===== config.mk =====
export PLATFORM = sky130hd
export DESIGN_NAME = column_handwriting_features_top
export DESIGN_NICKNAME = d
export VERILOG_FILES = /design/src/rtl/chf_pkg.sv /design/src/rtl/column_handwriting_features_top.sv /design/src/rtl/chf_divider.sv
export VERILOG_INCLUDE_DIRS = /design/src /design/src/rtl
export SDC_FILE = /design/constraint.sdc
export NUM_CORES = 2
export LEC_CHECK = 0
export ABC_AREA = 0
export BUFFER_PORTS_ARGS = -buffer_cell sky130_fd_sc_hd__clkbuf_2
export CORE_UTILIZATION = 41
export CTS_CLUSTER_SIZE = 25
export DETAILED_ROUTE_END_ITERATION = 10
export GPL_TIMING_DRIVEN = 0
export PLACE_DENSITY_LB_ADDON = 0.08
export SETUP_SLACK_MARGIN = 0.3
export SLEW_MARGIN = 20
export SYNTH_ARGS = -nofsm -noshare
export SYNTH_HDL_FRONTEND = slang
export SYNTH_HIERARCHICAL = 1
export SYNTH_SLANG_ARGS = --single-unit

===== constraint.sdc =====
create_clock -name i_clk -period 27.2 [get_ports i_clk]
set_input_delay 2.72 -clock i_clk [delete_from_list [all_inputs] [get_ports i_clk]]
set_output_delay 2.72 -clock i_clk [all_outputs]
set_load 0.05 [all_outputs]

===== src/rtl/column_handwriting_features_top_macros.svh =====
// Assertion macros used by the top-level RTL file
`ifndef COLUMN_HANDWRITING_FEATURES_TOP_MACROS_SVH
`define COLUMN_HANDWRITING_FEATURES_TOP_MACROS_SVH

// Implication check under synchronous reset
`define CHF_ASSERT_IMP(lbl, clk, rst_n, ante, cons) \
    lbl: assert property (@(posedge clk) disable iff (!rst_n) (ante) |-> (cons)) \
        else $error("assertion failed");

// Next-cycle implication check
`define CHF_ASSERT_NXT(lbl, clk, rst_n, ante, cons) \
    lbl: assert property (@(posedge clk) disable iff (!rst_n) (ante) |=> (cons)) \
        else $error("assertion failed");

`endif


===== src/rtl/chf_pkg.sv =====
// Types and constants for the column feature block
package chf_pkg;
    localparam int MaxRows = 64;
    localparam logic [15:0] GradHalf = 16'd32768;
    localparam logic [15:0] GradDiag = 16'd46341;
    localparam logic [6:0] RowsReset = 7'd64;

    typedef struct packed {
        logic [63:0] column_pixels;
        logic        last_column;
    } t_in_item;

    typedef struct packed {
        logic [16:0] white_fraction;
        logic [20:0] mean_row;
        logic [20:0] second_moment;
        logic [5:0]  top_black_row;
        logic [5:0]  bottom_black_row;
        logic [15:0] top_gradient;
        logic [15:0] bottom_gradient;
        logic [5:0]  transitions;
        logic [16:0] black_ratio;
        logic        last_result;
    } t_out_item;

    typedef enum logic [2:0] {
        ST_IDLE, ST_SCAN, ST_SPAN, ST_DIV, ST_OUT
    } t_state;

    typedef struct packed {
        logic        start;
        logic [40:0] dividend;
        logic [12:0] divisor;
    } t_div_req;

    function automatic logic [15:0] grad(input logic a, input logic b);
        logic [1:0] n;
        n = {1'b0, a} + {1'b0, b};
        unique case (n)
            2'd0:    grad = 16'd0;
            2'd1:    grad = GradHalf;
            default: grad = GradDiag;
        endcase
    endfunction
endpackage


===== src/rtl/column_handwriting_features_top.sv =====
// Column feature extractor: top level with sequencer
// Usage: columns enter on i_in_valid/o_in_ready, one 64-bit column and an
// end-of-image flag per item. A column is held until its right neighbour
// arrives; then one result item leaves on o_out_valid/i_out_ready. A column
// flagged last yields the held column's result, if one is held, and its own.
// Each result takes a row scan (one row a cycle), a span scan of up to R
// rows and four divisions on one shared serial divider; the block takes
// no item while busy.
// o_out_item sits in an output register; a stalled receiver holds it and the
// block, and the next column is not taken until the result is delivered.
// i_cfg_we writes rows_in_use at any edge; write it only while idle.
// Reset (synchronous, active low) clears held columns and sets rows to 64.
`include "column_handwriting_features_top_macros.svh"
module column_handwriting_features_top (
    input  logic              i_clk,
    input  logic              i_rst_n,
    input  logic              i_in_valid,
    output logic              o_in_ready,
    input  chf_pkg::t_in_item i_in_item,
    output logic              o_out_valid,
    input  logic              i_out_ready,
    output chf_pkg::t_out_item o_out_item,
    input  logic              i_cfg_we,
    input  logic [6:0]        i_cfg_wdata
);
    import chf_pkg::*;

    t_state r_state, n_state;
    logic [6:0]  r_rows_cfg;
    logic [63:0] r_left, r_held, r_new, r_col, r_lft, r_rgt;
    logic        r_have, r_newlast, r_pend, r_last;
    logic [6:0]  r_r;
    logic [6:0]  r_rows;
    logic [6:0]  r_cnt;
    logic [18:0] r_sum;
    logic [24:0] r_sumsq;
    logic [5:0]  r_top, r_bot;
    logic        r_found, r_prev;
    logic [5:0]  r_trans;
    logic [6:0]  r_black;
    logic [1:0]  r_dsel;
    logic        r_dwait;
    t_out_item   r_out;
    logic        r_ovalid;
    t_div_req    w_req;
    logic        w_done;
    logic [40:0] w_quot;
    logic [6:0]  w_rows;
    logic        w_pix, w_last_row;
    logic [12:0] w_rsq;
    logic [63:0] w_mask;

    always_comb begin
        w_rows = (r_rows_cfg == 7'd0) ? 7'd1 :
                 (r_rows_cfg > 7'(MaxRows)) ? 7'(MaxRows) : r_rows_cfg;
    end
    assign w_mask = (r_rows >= 7'd64) ? '1 : ((64'd1 << r_rows[5:0]) - 64'd1);
    assign w_pix = r_col[r_r[5:0]];
    assign w_rsq = 13'(r_rows) * 13'(r_rows);

    chf_divider u_div (
        .i_clk  (i_clk),
        .i_rst_n(i_rst_n),
        .i_req  (w_req),
        .o_done (w_done),
        .o_quot (w_quot)
    );

    always_ff @(posedge i_clk) begin
        if (!i_rst_n) begin
            r_state <= ST_IDLE;
        end else begin
            r_state <= n_state;
        end
    end

    always_comb begin
        n_state = r_state;
        w_last_row = 1'b0;
        w_req = '0;
        unique case (r_state)
            ST_IDLE: if (r_pend && !r_ovalid) n_state = ST_SCAN;
            ST_SCAN: begin
                w_last_row = (r_r == r_rows - 7'd1);
                if (w_last_row) n_state = ST_SPAN;
            end
            ST_SPAN: if (r_r > {1'b0, r_bot}) n_state = ST_DIV;
            ST_DIV: begin
                w_req.start = !r_dwait;
                unique case (r_dsel)
                    2'd0: begin
                        w_req.dividend = 41'({r_cnt, 16'd0});
                        w_req.divisor = 13'(r_rows);
                    end
                    2'd1: begin
                        w_req.dividend = 41'({r_sum, 16'd0});
                        w_req.divisor = 13'(r_rows);
                    end
                    2'd2: begin
                        w_req.dividend = {r_sumsq, 16'd0};
                        w_req.divisor = w_rsq;
                    end
                    default: begin
                        w_req.dividend = 41'({r_black + 7'd1, 16'd0});
                        w_req.divisor = 13'({1'b0, r_bot} - {1'b0, r_top} + 7'd1);
                    end
                endcase
                if (w_done && r_dsel == 2'd3) n_state = ST_OUT;
            end
            ST_OUT: n_state = ST_IDLE;
            default: n_state = ST_IDLE;
        endcase
    end

    assign o_in_ready = (r_state == ST_IDLE) && !r_pend && !r_ovalid;
    assign o_out_valid = r_ovalid;
    assign o_out_item = r_out;

    always_ff @(posedge i_clk) begin
        if (!i_rst_n) begin
            r_rows_cfg <= RowsReset;
            r_have <= 1'b0;
            r_pend <= 1'b0;
            r_ovalid <= 1'b0;
            r_left <= '0;
            r_held <= '0;
        end else begin
            if (i_cfg_we) r_rows_cfg <= i_cfg_wdata;
            if (r_ovalid && i_out_ready) r_ovalid <= 1'b0;
            unique case (r_state)
                ST_IDLE: begin
                    if (i_in_valid && o_in_ready) begin
                        r_new <= i_in_item.column_pixels;
                        r_newlast <= i_in_item.last_column;
                        r_pend <= r_have || i_in_item.last_column;
                        if (!r_have && !i_in_item.last_column) begin
                            r_held <= i_in_item.column_pixels;
                            r_have <= 1'b1;
                        end
                    end else if (r_pend && !r_ovalid) begin
                        // pick the column to work on: held first, then a last one
                        r_rows <= w_rows;
                        r_r <= '0; r_cnt <= '0; r_sum <= '0; r_sumsq <= '0;
                        r_found <= 1'b0; r_top <= '0;
                        r_bot <= 6'(w_rows - 7'd1);
                        if (r_have) begin
                            r_col <= r_held; r_lft <= r_left; r_rgt <= r_new;
                            r_last <= 1'b0;
                        end else begin
                            r_col <= r_new; r_lft <= r_left; r_rgt <= '0;
                            r_last <= 1'b1;
                        end
                    end
                end
                ST_SCAN: begin
                    if (r_r == 7'd0) begin
                        r_col <= r_col & w_mask;
                        r_lft <= r_lft & w_mask;
                        r_rgt <= r_rgt & w_mask;
                    end
                    if (w_pix && r_r < r_rows) begin
                        r_cnt <= r_cnt + 7'd1;
                        r_sum <= r_sum + 19'(r_r);
                        r_sumsq <= r_sumsq + 25'(12'(r_r[5:0]) * 12'(r_r[5:0]));
                    end else begin
                        if (!r_found) begin
                            r_top <= r_r[5:0];
                            r_found <= 1'b1;
                        end
                        r_bot <= r_r[5:0];
                    end
                    if (w_last_row) begin
                        r_r <= 7'(r_found ? r_top : (w_pix ? 6'd0 : r_r[5:0])) + 7'd1;
                        r_trans <= '0; r_black <= '0; r_prev <= 1'b0;
                    end else begin
                        r_r <= r_r + 7'd1;
                    end
                end
                ST_SPAN: begin
                    if (r_r <= {1'b0, r_bot}) begin
                        if (w_pix != r_prev) r_trans <= r_trans + 6'd1;
                        r_prev <= w_pix;
                        if (!w_pix) r_black <= r_black + 7'd1;
                        r_r <= r_r + 7'd1;
                    end else begin
                        r_dsel <= 2'd0;
                        r_dwait <= 1'b0;
                    end
                end
                ST_DIV: begin
                    if (!r_dwait) r_dwait <= 1'b1;
                    if (w_done) begin
                        r_dwait <= 1'b0;
                        r_dsel <= r_dsel + 2'd1;
                        unique case (r_dsel)
                            2'd0: r_out.white_fraction <= w_quot[16:0];
                            2'd1: r_out.mean_row <= w_quot[20:0];
                            2'd2: r_out.second_moment <= w_quot[20:0];
                            default: r_out.black_ratio <= w_quot[16:0];
                        endcase
                    end
                end
                ST_OUT: begin
                    r_out.top_black_row <= r_top;
                    r_out.bottom_black_row <= r_bot;
                    r_out.top_gradient <= grad(
                        r_lft[r_top] != r_rgt[r_top],
                        ((r_top != 6'd0) ? r_col[r_top - 6'd1] : 1'b0) !=
                        ((7'(r_top) + 7'd1 < r_rows) ? r_col[r_top + 6'd1] : 1'b0));
                    r_out.bottom_gradient <= grad(
                        r_lft[r_bot] != r_rgt[r_bot],
                        ((r_bot != 6'd0) ? r_col[r_bot - 6'd1] : 1'b0) !=
                        ((7'(r_bot) + 7'd1 < r_rows) ? r_col[r_bot + 6'd1] : 1'b0));
                    r_out.transitions <= r_trans;
                    r_out.last_result <= r_last;
                    r_ovalid <= 1'b1;
                    if (r_last) begin
                        r_pend <= 1'b0; r_have <= 1'b0;
                        r_left <= '0; r_held <= '0;
                    end else if (r_newlast) begin
                        // held result done; the last column still waits
                        r_left <= r_held; r_have <= 1'b0;
                    end else begin
                        r_left <= r_held; r_held <= r_new; r_pend <= 1'b0;
                    end
                end
                default: ;
            endcase
        end
    end

    `CHF_ASSERT_IMP(a_ready_idle, i_clk, i_rst_n, o_in_ready, r_state == ST_IDLE)
    `CHF_ASSERT_NXT(a_out_from_seq, i_clk, i_rst_n, r_state == ST_OUT, o_out_valid)
    `CHF_ASSERT_IMP(a_no_take_busy, i_clk, i_rst_n, r_state != ST_IDLE, !o_in_ready)
    `CHF_ASSERT_IMP(a_span_order, i_clk, i_rst_n, r_state == ST_DIV, r_top <= r_bot)
endmodule


===== src/rtl/chf_divider.sv =====
// Restoring serial divider, one quotient bit a cycle
module chf_divider (
    input  logic              i_clk,
    input  logic              i_rst_n,
    input  chf_pkg::t_div_req i_req,
    output logic              o_done,
    output logic [40:0]       o_quot
);
    import chf_pkg::*;

    logic [40:0] r_quot;
    logic [13:0] r_rem;
    logic [12:0] r_den;
    logic [5:0]  r_cnt;
    logic        r_busy;
    logic        r_done;
    logic [13:0] w_shift;
    logic [14:0] w_diff;

    assign w_shift = {r_rem[12:0], r_quot[40]};
    assign w_diff  = {1'b0, w_shift} - {2'b0, r_den};

    always_ff @(posedge i_clk) begin
        if (!i_rst_n) begin
            r_busy <= 1'b0;
            r_done <= 1'b0;
            r_cnt  <= '0;
        end else if (i_req.start) begin
            r_busy <= 1'b1;
            r_done <= 1'b0;
            r_cnt  <= 6'd40;
            r_quot <= i_req.dividend;
            r_rem  <= '0;
            r_den  <= i_req.divisor;
        end else if (r_busy) begin
            if (!w_diff[14]) begin
                r_rem  <= w_diff[13:0];
                r_quot <= {r_quot[39:0], 1'b1};
            end else begin
                r_rem  <= w_shift;
                r_quot <= {r_quot[39:0], 1'b0};
            end
            if (r_cnt == '0) begin
                r_busy <= 1'b0;
                r_done <= 1'b1;
            end
            r_cnt <= r_cnt - 6'd1;
        end else begin
            r_done <= 1'b0;
        end
    end

    assign o_done = r_done;
    assign o_quot = r_quot;
endmodule

==> results_dict.tcl <==
set metrics [dict create \
    drt-total-wl_um 150200 \
    crit_start "r_r[1]$_DFFE_PP_" \
    fp.dieH_um 315.5 \
    fin_area_um2 46000 \
    min_period_ns 6.342 \
    die_x_um 315.5 \
    end_kind "flop" \
    synth_commonest_cells "edfxtp_1, nand2_1, a21oi_1" \
    overflow 0 \
    setup_ws_ns 20.86 \
    dp.cells 5099 \
    rr_startpoint "r_r[1]$_DFFE_PP_" \
    hold_path_startpoint "r_trans[5]$_SDFFCE_PN0P_" \
    synth-seq-cells 668 \
    cts-root-buf "clkbuf_16" \
    track_usage_pct 30.05 \
    syn-cell-area_um2 40300 \
    pin_count 206 \
    cts_max_path_buffers 3 \
    syn2layout_area_growth_pct 14.15 \
    drc_errors 18 \
    critPathKind "flop to flop" \
    viasPerCell 6.060 \
    yosysTopAreaCellShare_pct 38.68 \
    cts_tree "done" \
    ys_seq_area_share_pct 46.08 \
    fillers 9186 \
    grt_setup_unrepaired "false" \
    grt_max_degree 45 \
    antenna_found_initial 4 \
    start_util_pct 41.55 \
    cp.required_ns 27.59 \
    place.gp.congestion 1.021 \
    yosys.area.top_type "edfxtp_1" \
    dr.first_iter.drc_count 3660 \
    skew_ns 0.05587 \
    whs_ns 0.4880 \
    violations "design-rule violations" \
    synth_cell_type_count 97 \
    postSynthAreaPerCell_um2 11.23 \
    cts.sinks 668 \
    cts_hold_buf 0 \
    maxSlewHeadroom_pct 15.13 \
    grt_pass1_wl_um 216400 \
    synth-edff-count 519 \
    drt_first_pass_iters 11 \
    final_cells 5245 \
    worstPathArrival_ns 6.74 \
    cts_buffers 78 \
    clkLatencyLatePin_ns 0.70 \
    core_area_um2 96990 \
    tightest_slew_ns 1.273 \
    synth_most_common_cell "edfxtp_1" \
    syn_inst 3588 \
    rows 114 \
    nets 4136 \
    cts_resized 0 \
    path_max_fanout 11 \
    worst_setup_path_start_kind "flop" \
    irDropWorstVdd_mv 0.04795 \
    power.static_leakage_nw 16.97 \
    vias 31790 \
    dp_hpwl_um 113800 \
    grt_pass1_vias 30670 \
    status "finished with violations" \
    pre_cts_ws_ns 20.78 \
    synth_area_leaders "edfxtp_1, mux4_2, dfxtp_1, ha_1, a21oi_1" \
    dieArea_um2 99540 \
    ys_async_sr_fraction_pct 0 \
    dpl-instance-area_um2 43390 \
    min_period_over_period_pct 23.32 \
    ys.flop_type "edfxtp_1" \
    layout-drive-gt1-share_pct 17.39 \
    finalHoldViolations 0 \
    hold_path_class "flop to flop" \
    wire_per_inst_um 28.63 \
    maxCapViolCount 0 \
    final_antenna_net_count 0 \
    yosysWarningCount 6 \
    io_buffer_count 186 \
    postCtsSetupBuffers 0 \
    clock.fmax_mhz 157.7 \
    setup-tns-final_ns 0 \
    p_per_area_nw_per_um2 61.93 \
    setup_viol 0 \
    cts-htree-levels 3 \
    clkTransAtPathRegs_ns 0.06 \
    slew_violations 0 \
]
==> registers in the layout, indices dropped and copies added (netlist names), 19 cells and up <==
register	flops
r_rgt	64
r_sumsq	25
r_col	64
u_div/o_quot	41
r_left	64
r_held	64
r_sum	19
r_new	64
r_lft	64
o_out_item	99
==> layout make-up <==
type,instances,area (um^2),area share [%]
diodes,1,2.502,0.005440
plain buffers,290,1308,2.843
clock buffers,104,2201,4.785
clock inverters,40,389.1,0.8460
inverters,142,533.0,1.159
multi-input cells,2521,20090,43.67
flip-flops and latches,668,18570,40.37
well taps,1276,1597,3.471
repair buffers,203,1311,2.851
==> where the power goes <==
| group | internal [mW] | switching (mW) |
|---|---|---|
| clock network | 0.620 | 0.452 |
| registers | 1.16 | 0.0544 |
| logic | 0.221 | 0.342 |
| total | 2.00 | 0.848 |
==> worst max-delay path, cell delays in order, from the launching register on <==
cell       delay (ns)
edfxtp_1         0.88
buf_2            0.48
buf_2            0.39
and2_1           0.24
xor2_1           0.09
ha_1             0.28
inv_1            0.05
fa_1             0.52
inv_1            0.05
fa_1             0.55
fa_1             0.43
ha_1             0.33
a21oi_1          0.38
o2111ai_1        0.23
a41oi_1          0.79
nor2b_1          0.13
xnor2_1          0.18
nor2_1           0.05
==> cell families after synthesis <==
family          count (synthesis)  share of synthesized area (%)
flops                         668                          46.08
fa+ha+maj                     155                          5.372
mux                           330                          13.90
other cells                     1                       0.009306
xor+xnor                      139                          3.021
buf+inv                       432                          4.536
simple gates                 1109                          14.21
compound gates                754                          12.87
==> metrics by stage <==
stage	total power, mW	utilization, %
final	2.849	47.42
after global routing	2.938	47.42
after CTS	2.852	47.41
after detailed placement	1.783	44.74
after global placement	1.785	44.28
after floorplan	1.583	-
==> per-layer routing <==
layer	routed length, um	global-route usage, %	vias to the layer above
met3	12420	5.752	352
met4	8433	14.73	0
met5	0	0	-
met1	61890	39.89	15810
li1	-	-	14060
met2	67410	47.13	1563
==> worst paths after layout <==
check	to	slack, ns	cells past startpoint
setup / recovery	r_sumsq[18]$_SDFFCE_PN0P_	20.86	17
hold / removal	o_out_item[23]$_DFFE_PP_	0.49	0
hold reg to reg	o_out_item[23]$_DFFE_PP_	0.49	0
setup reg to reg	r_sumsq[18]$_SDFFCE_PN0P_	20.86	17
==> placed cells by master, fill, tap and decap left out, drive strengths merged, types with 49 or more instances in the layout <==
cell / synthesis / final
inv: 135 / 141
mux4: 178 / 178
a22o: 52 / 52
mux2: 53 / 53
xor2: 56 / 56
o21ai: 81 / 81
nor3b: 142 / 142
ha: 125 / 125
nor2b: 106 / 106
clkbuf: 193 / 485
nand3: 95 / 95
nor2: 236 / 236
mux2i: 99 / 99
buf: 97 / 112
edfxtp: 519 / 519
xnor2: 83 / 83
dfxtp: 149 / 149
a21oi: 291 / 291
o211a: 65 / 65
nor3: 49 / 49
nand2: 298 / 298
Note: power is estimated with default switching activity, not from simulation.
